==> src/design/mlr_pkg.sv <==
// ----------------------------------------------------------------------------
// Midpoint line rasterizer package
// Item operation codes and fixed widths shared by the rasterizer files.
// ----------------------------------------------------------------------------
package mlr_pkg;

  localparam int COLOR_BITS     = 24;
  localparam int ERR_GUARD_BITS = 5;

  typedef enum logic {
    OP_START = 1'b0,
    OP_STEP  = 1'b1
  } op_e;

endpackage

==> src/design/mlr_if.sv <==
// ----------------------------------------------------------------------------
// Midpoint line rasterizer channels
// Valid/ready channels for command items and for pixel items.
// ----------------------------------------------------------------------------
interface mlr_item_if import mlr_pkg::*; #(
  parameter int COORD_BITS = 12
);
  logic                         valid;
  logic                         ready;
  op_e                          operation;
  logic signed [COORD_BITS-1:0] x_start;
  logic signed [COORD_BITS-1:0] y_start;
  logic signed [COORD_BITS-1:0] x_end;
  logic signed [COORD_BITS-1:0] y_end;
  logic        [COLOR_BITS-1:0] line_color_in;

  modport source (
    output valid, operation, x_start, y_start, x_end, y_end, line_color_in,
    input  ready
  );
  modport sink (
    input  valid, operation, x_start, y_start, x_end, y_end, line_color_in,
    output ready
  );
endinterface

interface mlr_pixel_if import mlr_pkg::*; #(
  parameter int COORD_BITS = 12
);
  logic                         valid;
  logic                         ready;
  logic signed [COORD_BITS-1:0] pixel_x;
  logic signed [COORD_BITS-1:0] pixel_y;
  logic        [COLOR_BITS-1:0] pixel_color;
  logic                         last_pixel;

  modport source (
    output valid, pixel_x, pixel_y, pixel_color, last_pixel,
    input  ready
  );
  modport sink (
    input  valid, pixel_x, pixel_y, pixel_color, last_pixel,
    output ready
  );
endinterface

==> src/design/mlr_setup.sv <==
// ----------------------------------------------------------------------------
// Midpoint line rasterizer setup
// Endpoint differences and major-axis ordering for both line orientations.
// ----------------------------------------------------------------------------
module mlr_setup #(
  parameter int COORD_BITS = 12
) (
  input  logic signed [COORD_BITS-1:0] x_start_i,
  input  logic signed [COORD_BITS-1:0] y_start_i,
  input  logic signed [COORD_BITS-1:0] x_end_i,
  input  logic signed [COORD_BITS-1:0] y_end_i,
  output logic signed [COORD_BITS:0]   adx_o,
  output logic signed [COORD_BITS:0]   ady_o,
  output logic signed [COORD_BITS-1:0] sh_x0_o,
  output logic signed [COORD_BITS-1:0] sh_y0_o,
  output logic signed [COORD_BITS-1:0] sh_end_o,
  output logic signed [COORD_BITS:0]   sh_dy_o,
  output logic signed [COORD_BITS-1:0] st_x0_o,
  output logic signed [COORD_BITS-1:0] st_y0_o,
  output logic signed [COORD_BITS-1:0] st_end_o,
  output logic signed [COORD_BITS:0]   st_dx_o
);

  localparam int DW = COORD_BITS + 1;

  logic signed [DW-1:0] dx_pos, dx_neg, dy_pos, dy_neg;
  logic                 sh_swap, st_swap;

  always_comb begin
    dx_pos = DW'(x_end_i) - DW'(x_start_i);
    dx_neg = DW'(x_start_i) - DW'(x_end_i);
    dy_pos = DW'(y_end_i) - DW'(y_start_i);
    dy_neg = DW'(y_start_i) - DW'(y_end_i);

    sh_swap = dx_pos[DW-1];
    st_swap = dy_pos[DW-1];

    adx_o = sh_swap ? dx_neg : dx_pos;
    ady_o = st_swap ? dy_neg : dy_pos;

    sh_x0_o  = sh_swap ? x_end_i   : x_start_i;
    sh_y0_o  = sh_swap ? y_end_i   : y_start_i;
    sh_end_o = sh_swap ? x_start_i : x_end_i;
    sh_dy_o  = sh_swap ? dy_neg    : dy_pos;

    st_x0_o  = st_swap ? x_end_i   : x_start_i;
    st_y0_o  = st_swap ? y_end_i   : y_start_i;
    st_end_o = st_swap ? y_start_i : y_end_i;
    st_dx_o  = st_swap ? dx_neg    : dx_pos;
  end

endmodule

==> src/design/midpoint_line_rasterizer_top.sv <==
// ----------------------------------------------------------------------------
// Midpoint line rasterizer
// While the pixel output is not held off, the block takes one item per clock
// and gives one pixel per clock on a stream of step items. A step item while
// a line is active passes through the setup register and then the result
// register, from which it is presented as a pixel. A start item occupies one
// slot and gives no pixel. The error-term update adds one increment and steps
// the major coordinate, and the minor one where needed, per clock, which
// allows one item per clock. The setup register between the input and that
// update does not limit the throughput. While a pixel waits, the block takes
// one more item into its setup register and then holds its input off.
// ----------------------------------------------------------------------------
module midpoint_line_rasterizer_top import mlr_pkg::*; #(
  parameter int COORD_BITS = 12
) (
  input  logic        clk_i,
  input  logic        rst_ni,
  mlr_item_if.sink    item_i,
  mlr_pixel_if.source pixel_o
);

  localparam int DW = COORD_BITS + 1;
  localparam int EW = COORD_BITS + ERR_GUARD_BITS;

  // Setup stage.
  logic                         s1_valid_q, s1_valid_d;
  op_e                          s1_op_q;
  logic        [COLOR_BITS-1:0] s1_color_q;
  logic signed [DW-1:0]         adx_q, ady_q, sh_dy_q, st_dx_q;
  logic signed [COORD_BITS-1:0] sh_x0_q, sh_y0_q, sh_end_q;
  logic signed [COORD_BITS-1:0] st_x0_q, st_y0_q, st_end_q;
  logic signed [DW-1:0]         adx_d, ady_d, sh_dy_d, st_dx_d;
  logic signed [COORD_BITS-1:0] sh_x0_d, sh_y0_d, sh_end_d;
  logic signed [COORD_BITS-1:0] st_x0_d, st_y0_d, st_end_d;

  // Line state.
  logic                         busy_q, busy_d;
  logic signed [COORD_BITS-1:0] cur_x_q, cur_x_d, cur_y_q, cur_y_d;
  logic signed [COORD_BITS-1:0] major_end_q, major_end_d;
  logic signed [EW-1:0]         err_q, err_d, inc1_q, inc1_d, inc2_q, inc2_d;
  logic                         steep_q, steep_d, neg_q, neg_d;
  logic        [COLOR_BITS-1:0] color_q, color_d;

  // Result register.
  logic                         out_valid_q, out_valid_d;
  logic signed [COORD_BITS-1:0] out_x_q, out_y_q;
  logic        [COLOR_BITS-1:0] out_color_q;
  logic                         out_last_q;

  logic                         exec_ready, in_fire, s1_fire, emit, is_last;
  logic                         new_steep, new_neg, cond, move_up, move_down;
  logic signed [EW-1:0]         dx_e, dy_e, dx2, dy2, new_err, new_inc1, new_inc2;
  logic signed [COORD_BITS-1:0] minor_step;

  mlr_setup #(
    .COORD_BITS (COORD_BITS)
  ) u_setup (
    .x_start_i (item_i.x_start),
    .y_start_i (item_i.y_start),
    .x_end_i   (item_i.x_end),
    .y_end_i   (item_i.y_end),
    .adx_o     (adx_d),
    .ady_o     (ady_d),
    .sh_x0_o   (sh_x0_d),
    .sh_y0_o   (sh_y0_d),
    .sh_end_o  (sh_end_d),
    .sh_dy_o   (sh_dy_d),
    .st_x0_o   (st_x0_d),
    .st_y0_o   (st_y0_d),
    .st_end_o  (st_end_d),
    .st_dx_o   (st_dx_d)
  );

  assign exec_ready   = !out_valid_q || pixel_o.ready;
  assign item_i.ready = !s1_valid_q || exec_ready;
  assign in_fire      = item_i.valid && item_i.ready;
  assign s1_fire      = s1_valid_q && exec_ready;
  assign emit         = s1_fire && (s1_op_q == OP_STEP) && busy_q;

  assign pixel_o.valid       = out_valid_q;
  assign pixel_o.pixel_x     = out_x_q;
  assign pixel_o.pixel_y     = out_y_q;
  assign pixel_o.pixel_color = out_color_q;
  assign pixel_o.last_pixel  = out_last_q;

  // Error term and increments for a new line.
  always_comb begin
    new_steep = ady_q > adx_q;
    dx_e      = EW'(new_steep ? st_dx_q : adx_q);
    dy_e      = EW'(new_steep ? ady_q : sh_dy_q);
    dx2       = dx_e <<< 1;
    dy2       = dy_e <<< 1;
    if (!new_steep) begin
      new_neg = dy_e[EW-1];
      if (!new_neg) begin
        new_err  = dx_e - dy2;
        new_inc1 = dx2 - dy2;
        new_inc2 = -dy2;
      end else begin
        new_err  = -dx_e - dy2;
        new_inc1 = -dy2;
        new_inc2 = -dx2 - dy2;
      end
    end else begin
      new_neg = dx_e[EW-1];
      if (!new_neg) begin
        new_err  = dx2 - dy_e;
        new_inc1 = dx2;
        new_inc2 = dx2 - dy2;
      end else begin
        new_err  = dx2 + dy_e;
        new_inc1 = dx2 + dy2;
        new_inc2 = dx2;
      end
    end
  end

  // One step along the active line.
  always_comb begin
    is_last   = steep_q ? (cur_y_q == major_end_q) : (cur_x_q == major_end_q);
    cond      = steep_q ? (!err_q[EW-1] && (err_q != '0)) : err_q[EW-1];
    move_up   = !neg_q && cond;
    move_down = neg_q && !cond;
    if (move_up) begin
      minor_step = COORD_BITS'(1);
    end else if (move_down) begin
      minor_step = '1;
    end else begin
      minor_step = '0;
    end
  end

  always_comb begin
    s1_valid_d  = in_fire ? 1'b1 : (s1_fire ? 1'b0 : s1_valid_q);
    out_valid_d = emit ? 1'b1 : (pixel_o.ready ? 1'b0 : out_valid_q);

    busy_d      = busy_q;
    cur_x_d     = cur_x_q;
    cur_y_d     = cur_y_q;
    major_end_d = major_end_q;
    err_d       = err_q;
    inc1_d      = inc1_q;
    inc2_d      = inc2_q;
    steep_d     = steep_q;
    neg_d       = neg_q;
    color_d     = color_q;

    if (s1_fire && (s1_op_q == OP_START)) begin
      busy_d      = 1'b1;
      steep_d     = new_steep;
      neg_d       = new_neg;
      err_d       = new_err;
      inc1_d      = new_inc1;
      inc2_d      = new_inc2;
      color_d     = s1_color_q;
      cur_x_d     = new_steep ? st_x0_q  : sh_x0_q;
      cur_y_d     = new_steep ? st_y0_q  : sh_y0_q;
      major_end_d = new_steep ? st_end_q : sh_end_q;
    end else if (emit) begin
      if (is_last) begin
        busy_d = 1'b0;
      end else begin
        err_d = err_q + ((steep_q ? cond : !cond) ? inc2_q : inc1_q);
        if (steep_q) begin
          cur_y_d = cur_y_q + COORD_BITS'(1);
          cur_x_d = cur_x_q + minor_step;
        end else begin
          cur_x_d = cur_x_q + COORD_BITS'(1);
          cur_y_d = cur_y_q + minor_step;
        end
      end
    end
  end

  always_ff @(posedge clk_i or negedge rst_ni) begin
    if (!rst_ni) begin
      s1_valid_q  <= 1'b0;
      out_valid_q <= 1'b0;
      busy_q      <= 1'b0;
      steep_q     <= 1'b0;
      neg_q       <= 1'b0;
      cur_x_q     <= '0;
      cur_y_q     <= '0;
      major_end_q <= '0;
      err_q       <= '0;
      inc1_q      <= '0;
      inc2_q      <= '0;
      color_q     <= '0;
    end else begin
      s1_valid_q  <= s1_valid_d;
      out_valid_q <= out_valid_d;
      busy_q      <= busy_d;
      steep_q     <= steep_d;
      neg_q       <= neg_d;
      cur_x_q     <= cur_x_d;
      cur_y_q     <= cur_y_d;
      major_end_q <= major_end_d;
      err_q       <= err_d;
      inc1_q      <= inc1_d;
      inc2_q      <= inc2_d;
      color_q     <= color_d;
    end
  end

  always_ff @(posedge clk_i) begin
    if (in_fire) begin
      s1_op_q    <= item_i.operation;
      s1_color_q <= item_i.line_color_in;
      adx_q      <= adx_d;
      ady_q      <= ady_d;
      sh_x0_q    <= sh_x0_d;
      sh_y0_q    <= sh_y0_d;
      sh_end_q   <= sh_end_d;
      sh_dy_q    <= sh_dy_d;
      st_x0_q    <= st_x0_d;
      st_y0_q    <= st_y0_d;
      st_end_q   <= st_end_d;
      st_dx_q    <= st_dx_d;
    end
    if (emit) begin
      out_x_q     <= cur_x_q;
      out_y_q     <= cur_y_q;
      out_color_q <= color_q;
      out_last_q  <= is_last;
    end
  end

endmodule

==> src/flat_wrapper.sv <==
// flat-port wrapper written by rule: the top's interface ports become plain ports
module midpoint_line_rasterizer_top_flat import mlr_pkg::*;
#(
  parameter int COORD_BITS = 12
)
  (clk_i, rst_ni, item_i_valid, item_i_operation, item_i_x_start, item_i_y_start, item_i_x_end, item_i_y_end, item_i_line_color_in, item_i_ready, pixel_o_valid, pixel_o_pixel_x, pixel_o_pixel_y, pixel_o_pixel_color, pixel_o_last_pixel, pixel_o_ready);
  mlr_item_if #(.COORD_BITS(COORD_BITS)) item_i_i ();
  mlr_pixel_if #(.COORD_BITS(COORD_BITS)) pixel_o_i ();
  input  logic clk_i;
  input  logic rst_ni;
  input wire logic [$bits(item_i_i.valid)-1:0] item_i_valid;
  input wire logic [$bits(item_i_i.operation)-1:0] item_i_operation;
  input wire logic [$bits(item_i_i.x_start)-1:0] item_i_x_start;
  input wire logic [$bits(item_i_i.y_start)-1:0] item_i_y_start;
  input wire logic [$bits(item_i_i.x_end)-1:0] item_i_x_end;
  input wire logic [$bits(item_i_i.y_end)-1:0] item_i_y_end;
  input wire logic [$bits(item_i_i.line_color_in)-1:0] item_i_line_color_in;
  output wire logic [$bits(item_i_i.ready)-1:0] item_i_ready;
  output wire logic [$bits(pixel_o_i.valid)-1:0] pixel_o_valid;
  output wire logic [$bits(pixel_o_i.pixel_x)-1:0] pixel_o_pixel_x;
  output wire logic [$bits(pixel_o_i.pixel_y)-1:0] pixel_o_pixel_y;
  output wire logic [$bits(pixel_o_i.pixel_color)-1:0] pixel_o_pixel_color;
  output wire logic [$bits(pixel_o_i.last_pixel)-1:0] pixel_o_last_pixel;
  input wire logic [$bits(pixel_o_i.ready)-1:0] pixel_o_ready;
  assign item_i_i.valid = item_i_valid;
  assign item_i_i.operation = item_i_operation;
  assign item_i_i.x_start = item_i_x_start;
  assign item_i_i.y_start = item_i_y_start;
  assign item_i_i.x_end = item_i_x_end;
  assign item_i_i.y_end = item_i_y_end;
  assign item_i_i.line_color_in = item_i_line_color_in;
  assign item_i_ready = item_i_i.ready;
  assign pixel_o_valid = pixel_o_i.valid;
  assign pixel_o_pixel_x = pixel_o_i.pixel_x;
  assign pixel_o_pixel_y = pixel_o_i.pixel_y;
  assign pixel_o_pixel_color = pixel_o_i.pixel_color;
  assign pixel_o_last_pixel = pixel_o_i.last_pixel;
  assign pixel_o_i.ready = pixel_o_ready;
  midpoint_line_rasterizer_top #(.COORD_BITS(COORD_BITS)) u_core (.clk_i(clk_i), .rst_ni(rst_ni), .item_i(item_i_i), .pixel_o(pixel_o_i));
endmodule
==> config.mk <==
export PLATFORM = sky130hd
export DESIGN_NAME = midpoint_line_rasterizer_top_flat
export DESIGN_NICKNAME = d
export VERILOG_FILES = /design/src/design/mlr_pkg.sv /design/src/design/mlr_if.sv /design/src/design/mlr_setup.sv /design/src/design/midpoint_line_rasterizer_top.sv /design/src/flat_wrapper.sv
export SDC_FILE = /design/constraint.sdc
export NUM_CORES = 1
export LEC_CHECK = 0
export BUFFER_PORTS_ARGS = -buffer_cell sky130_fd_sc_hd__clkbuf_2
export CAP_MARGIN = 20
export CORE_UTILIZATION = 45
export CTS_BUF_LIST = sky130_fd_sc_hd__clkbuf_8
export DETAILED_ROUTE_END_ITERATION = 10
export PLACE_DENSITY_LB_ADDON = 0.1
export SYNTH_ARGS = -nofsm -noshare
export SYNTH_HDL_FRONTEND = slang
export SYNTH_SLANG_ARGS = --single-unit
==> constraint.sdc <==
create_clock -name clk_i -period 7.5 [get_ports clk_i]
set_input_delay 1.5 -clock clk_i [delete_from_list [all_inputs] [get_ports clk_i]]
set_output_delay 1.5 -clock clk_i [all_outputs]
set_load 0.01 [all_outputs]
* After elaboration in Yosys (flattened, before gate mapping) *
Cells that the tools add are included.

word-level totals
  register bits after elaboration = 314
  input bits = 77
  output and inout bits = 51
  word-level logic and storage cells = 125

operators by class
  add/subtract/negate cells = 19
  order comparisons = 1
  equal/unequal tests = 3
  muxes and demuxes = 49
  bitwise operators = 1
  reductions and logical operators = 22

operators with widths
  kind                     count
  $mux W17                 15
  $mux W12                 21
  $sub A17 B17 Y17         5
  $sub A12 B12 Y13         4
  $add A17 B17 Y17         3
  $neg A17 Y17             3
  $mux W13                 2
  $add A12 B12 Y12         2
  $add A12 B2 Y12 const B  2
  $eq A12 B12 Y1           2
  $reduce_bool A17 Y1      1
  $gt A13 B13 Y1           1
  $mux W1                  11
  $logic_and A1 B1 Y1      8
  $reduce_bool A2 Y1       4
  $logic_not A1 Y1         5
  $reduce_and A2 Y1        2
  $logic_or A1 B1 Y1       2
  $ne A2 B2 Y1 const B     1
  $not A1 Y1               1

* Longest topological paths before layout *
  word-level depth = 12
  depth in mapped cells = 29
  depth with buffers taken out = 25

* Modules after synthesis *
A second synthesis with hierarchy kept.

second synthesis, totals
  cells, all modules = 2728
  area total of the unflattened synthesis = 24532.3 um^2

modules (own cells, without submodules)
  module                        times used  cells each  area an instance (um^2)  seq. area each (um^2)
  midpoint_line_rasterizer_top  1           2125        20405.8                  8798.4
  mlr_setup                     1           603         4126.5                   0.0

* Worst setup path after synthesis *
Ideal clock, no wire load.

  path type = flip-flop to flip-flop
  start point = register u_core.ady_q[9]
  end point = register u_core.err_q[15]
  arrival = 6.152 ns
  path slack = 1.270 ns
  cell stages (with the launch flop) = 27
  clock period less this slack = 6.230 ns
  cells stage by stage = edfxtp_1 -> ha_1 -> inv_1 -> or4_1 -> buf_2 -> o21a_1 -> buf_6 -> a31oi_2 -> buf_4 -> buf_2 -> buf_2 -> clkbuf_1 -> buf_2 -> buf_1 -> a21oi_1 -> ha_1 -> ha_1 -> a2111oi_0 -> o21ai_0 -> a31o_2 -> a21o_1 -> a21o_1 -> a21o_1 -> a2111oi_0 -> o21ai_0 -> o311ai_1 -> o2bb2ai_1

on the way
  longest elaborated chain between the ends = 7

RTL lines
  item                      RTL line                             text
  start: declaration        midpoint_line_rasterizer_top.sv:29   logic signed [DW-1:0] adx_q, ady_q, sh_dy_q, st_dx_q;
  start signal: assignment  midpoint_line_rasterizer_top.sv:210  ady_q <= ady_d;
  $gt A13 B13 Y1            midpoint_line_rasterizer_top.sv:88   new_steep = ady_q > adx_q;
  $mux W17                  midpoint_line_rasterizer_top.sv:89   dx_e = EW'(new_steep ? st_dx_q : adx_q);
  $neg A17 Y17              midpoint_line_rasterizer_top.sv:100  new_err = -dx_e - dy2;
  $sub A17 B17 Y17          midpoint_line_rasterizer_top.sv:100
  $mux W17                  midpoint_line_rasterizer_top.sv:95   if (!new_neg) begin
  $mux W17 *                midpoint_line_rasterizer_top.sv:93   if (!new_steep) begin
  $mux W17 *                midpoint_line_rasterizer_top.sv:148  if (s1_fire && (s1_op_q == OP_START)) begin
  end signal: assignment    midpoint_line_rasterizer_top.sv:198  err_q <= err_d;
  end: declaration          midpoint_line_rasterizer_top.sv:40   logic signed [EW-1:0] err_q, err_d, inc1_q, inc1_d, inc2_q, inc2_d;

Every way passes the cells marked *; elsewhere a longest branch is shown, timed or not.
A chain may end at the register's enable or synchronous reset.

* Worst setup path after layout *
  start point = register u_core.adx_q[12]
  end point = register u_core.err_q[15]

on the way
  longest elaborated chain between the ends = 7

RTL lines
  item                      RTL line                             text
  start: declaration        midpoint_line_rasterizer_top.sv:29
  start signal: assignment  midpoint_line_rasterizer_top.sv:209  adx_q <= adx_d;
  $gt A13 B13 Y1            midpoint_line_rasterizer_top.sv:88
  $mux W17                  midpoint_line_rasterizer_top.sv:89
  $neg A17 Y17              midpoint_line_rasterizer_top.sv:100
  $sub A17 B17 Y17          midpoint_line_rasterizer_top.sv:100
  $mux W17                  midpoint_line_rasterizer_top.sv:95
  $mux W17 *                midpoint_line_rasterizer_top.sv:93
  $mux W17 *                midpoint_line_rasterizer_top.sv:148

Marked as above.

==> flow_metrics.py <==
metrics = {
    "floorplanning": {
        "core_um2": 51610,
        "rows": 83,
        "ioPinCount": 128,
        "die_h_um": 231.1,
        "die_area_um2": 53420,
        "start_util": 0.4577,
        "die_w_um": 231.1,
    },
    "placed_design": {
        "io_buffers": 127,
        "placed_cells": 3380,
        "dp_hpwl_um": 63820,
        "gp_congestion": 0.9783,
        "dpl_cell_area_um2": 24890,
    },
    "routing": {
        "via_count": 20540,
        "viasPerCell": 5.891,
        "first_iter_violations": 2086,
        "drt_pass1_iterations": 6,
        "post_drt_wl_per_cell_um": 23.96,
        "wl_um": 83550,
        "drc": 0,
        "ant_nets": 0,
    },
    "worst_hold_path": {
        "whs_path_depth": 2,
        "hp-class": "register to register",
        "hp-start": "u_core.s1_color_q[7]$_DFFE_PP_",
    },
    "clocking": {
        "ctsHtreeMaxLevel": 2,
        "cts_tree": "done",
        "hold_buffers": 0,
        "cts.sinks": 310,
        "clk_latency_ps": 690,
        "cts_buffers": 56,
        "cts_setup_buffers": 0,
        "ctsResizeCount": 0,
        "cts_buffer_depth": 3,
        "cts_root_buffer": "clkbuf_8",
        "clk_pin_slew_ps": 60,
    },
    "final_layout": {
        "drive_gt1_frac": 0.1187,
        "multi_input_area_um2": 13680,
        "fin_util": 0.5060,
        "nets": 3017,
        "finalInstanceArea_um2": 26120,
        "final_cells": 3487,
        "area_growth_syn_to_layout_pct": 10.55,
        "n_fill_cell": 4930,
        "seqCellArea_um2": 8738,
    },
    "critical_path": {
        "crit_required_ps": 8090,
        "cp_slowest_stage_delay_ps": 710,
        "crit_path_cell_trace": "inv_1, ha_1, nand3_2, or4_1, o21a_1, a31oi_4, nor2_1, a21oi_1, inv_1, nand2_1, nand2_1, ha_1, fa_1, a21o_1, a21oi_1, o21ai_0, a31o_2, a21o_1, a21o_1, a21o_1, a2111oi_0, o21ai_0, o311ai_1, o2bb2ai_1",
        "crit_end": "u_core.err_q[15]$_DFFE_PN0P_",
        "crit_arrival_ps": 7340,
        "cp_common_cell": "a21o_1",
        "startpoint_type": "register",
        "crit_path_end_kind": "register",
        "timing.rr.end": "u_core.err_q[15]$_DFFE_PN0P_",
        "regToRegSetupSlack_ps": 750,
        "crit_type": "register to register",
        "slowest_stage": "or4_1",
        "reg2regPathDepth": 24,
        "crit_start": "u_core.adx_q[12]$_SDFFCE_PP0P_",
        "reg2reg_from": "u_core.adx_q[12]$_SDFFCE_PP0P_",
        "crit_fanout": 8,
    },
    "timing": {
        "min_period_ps": 6750,
        "setup_tns_ps": 0,
        "max_slew_margin": 0.1298,
        "fin_worst_skew_ps": 51.49,
        "rsz0062_at_grt": "false",
        "max_freq_mhz": 148.1,
        "holdWs_ps": 437.1,
        "worst_pin_slew_ps": 1305,
        "min_period_over_period": 0.9000,
        "setup_viol": 0,
        "final_hold_viol_count": 0,
        "maxSlewViolCount": 0,
    },
    "global_routing": {
        "first_global_vias": 19620,
        "grt_start_max_net_pins": 71,
        "antenna_found_initial": 2,
        "grt_usage": 0.3124,
        "grt_pass1_wl_um": 125600,
        "grt.overflow.total": 0,
    },
    "synth": {
        "yosys-top-cells-area": "edfxtp_1 (25%), dfrtp_1 (12%), ha_1 (9.1%)",
        "netlist_area_um2": 23630,
        "synth_flop_cell": "edfxtp_1",
        "synth-edff-count": 196,
        "async_flop_share": 0.3677,
        "yosysTopAreaCellShare": 0.2491,
        "seq_area_frac_synth": 0.3699,
        "synth_cell_types": 96,
        "avgSynthCellArea_um2": 8.825,
        "netlist.top_cell.by_area": "edfxtp_1",
        "postSynthCellCount": 2677,
        "ys_ff_latch": 310,
        "syn_nets": 2936,
        "synth_warnings": 0,
    },
    "pwr": {
        "power_density_nw_per_um2": 405.4,
        "p_leak_uw": 0.01125,
        "ir_worst_vdd_uv": 183.7,
    },
    "outcome": {
        "outcome": "finished clean",
    },
    "job": {
        "drv_cap": 0,
    },
}
==> synth_stat cells (all sizes together), types with 16 or more instances <==
| library cell | count |
|---|---|
| nand2 | 376 |
| o21ai | 245 |
| nor2 | 204 |
| edfxtp | 196 |
| ha | 171 |
| inv | 169 |
| a21oi | 154 |
| xnor2 | 126 |
| dfrtp | 114 |
| clkbuf | 111 |
| mux2i | 83 |
| a31oi | 59 |
| nor3 | 51 |
| a21o | 50 |
| xor2 | 45 |
| nand2b | 43 |
| a211oi | 42 |
| buf | 38 |
| nand3 | 36 |
| o211ai | 36 |
| mux2 | 29 |
| nor2b | 27 |
| o21bai | 21 |
| o22ai | 20 |
| o31ai | 16 |
==> registers in the layout (all words and copies together), names as in the netlist, 13 cells and up <==
| register | count |
|---|---|
| u_core.inc1_q | 16 |
| u_core.sh_dy_q | 13 |
| u_core.s1_color_q | 24 |
| u_core.st_dx_q | 13 |
| u_core.pixel_o.pixel_color | 24 |
| u_core.err_q | 17 |
| u_core.color_q | 24 |
| u_core.inc2_q | 16 |
==> power by group <==
group          internal [uW]  switching (uW)
clock network            993             756
registers               2280             375
logic                   2380            3810
==> kinds of logic after synthesis <==
group | Yosys count | share of synthesized area
mux | 112 | 0.04899
fa+ha+maj | 188 | 0.1024
compound gates | 773 | 0.2125
flops | 310 | 0.3699
simple gates | 804 | 0.1493
xor+xnor | 171 | 0.06339
buf+inv | 319 | 0.05344
==> routing by layer <==
layer	vias to the layer above	routed length [um]	global-route usage
li1	9718	-	-
met4	0	1903	0.07554
met1	9878	40590	0.4848
met2	843	34600	0.4483
met5	-	0	0
met3	102	6456	0.04737
==> through the flow <==
stage,setup WS (ps),total power [uW]
floorplan,1270,6911
global placement,1073,8659
detailed placement,962.9,8680
CTS,907.6,10490
global route,205.5,11300
finish,749.9,10590
==> how the worst min path moves through the flow <==
stage / to / slack [ps]
3_3_place_gp: u_core.color_q[21]$_DFFE_PN0P_ / 420
2_1_floorplan: u_core.color_q[0]$_DFFE_PN0P_ / 410
3_5_place_dp: u_core.color_q[5]$_DFFE_PN0P_ / 420
6_report: u_core.color_q[7]$_DFFE_PN0P_ / 440
5_1_grt: u_core.pixel_o.pixel_color[13]$_DFFE_PP_ / 450
4_1_cts: u_core.pixel_o.pixel_color[21]$_DFFE_PP_ / 440
==> critical path: cells and delay by family, from the launching register on <==
family / cells / cell delay, ps
buffers and inverters: 2 / 370
and+or+nand+nor: 5 / 1260
DFF: 1 / 420
adders and majority gates: 3 / 1090
AOI/OAI and AO/OA: 14 / 3520
==> cell usage in the layout (no fill, tap or decap), types with 20 or more instances in the layout <==
master / count
nand3_1: 35
nor2_1: 202
a31oi_1: 58
mux2_2: 28
buf_4: 46
dfrtp_1: 114
ha_1: 171
o21bai_1: 21
nor3_1: 49
clkbuf_8: 64
a211oi_1: 37
xnor2_1: 126
a21oi_1: 154
o21ai_0: 235
inv_1: 189
nand2_1: 374
xor2_1: 45
nand2b_1: 43
o22ai_1: 20
o211ai_1: 35
nor2b_1: 27
a21o_1: 50
mux2i_1: 82
clkbuf_2: 126
edfxtp_1: 196
==> area by class of cell <==
cell class,count,area share
multi-input combinational,2048,0.5240
sequential,310,0.3346
timing repair buffer,172,0.03737
clock buffer,64,0.03373
tap,680,0.03258
inverter,170,0.02443
clock inverter,42,0.01327
antenna,1,0.00009581
No activity file was read; power rests on OpenSTA's default activity.
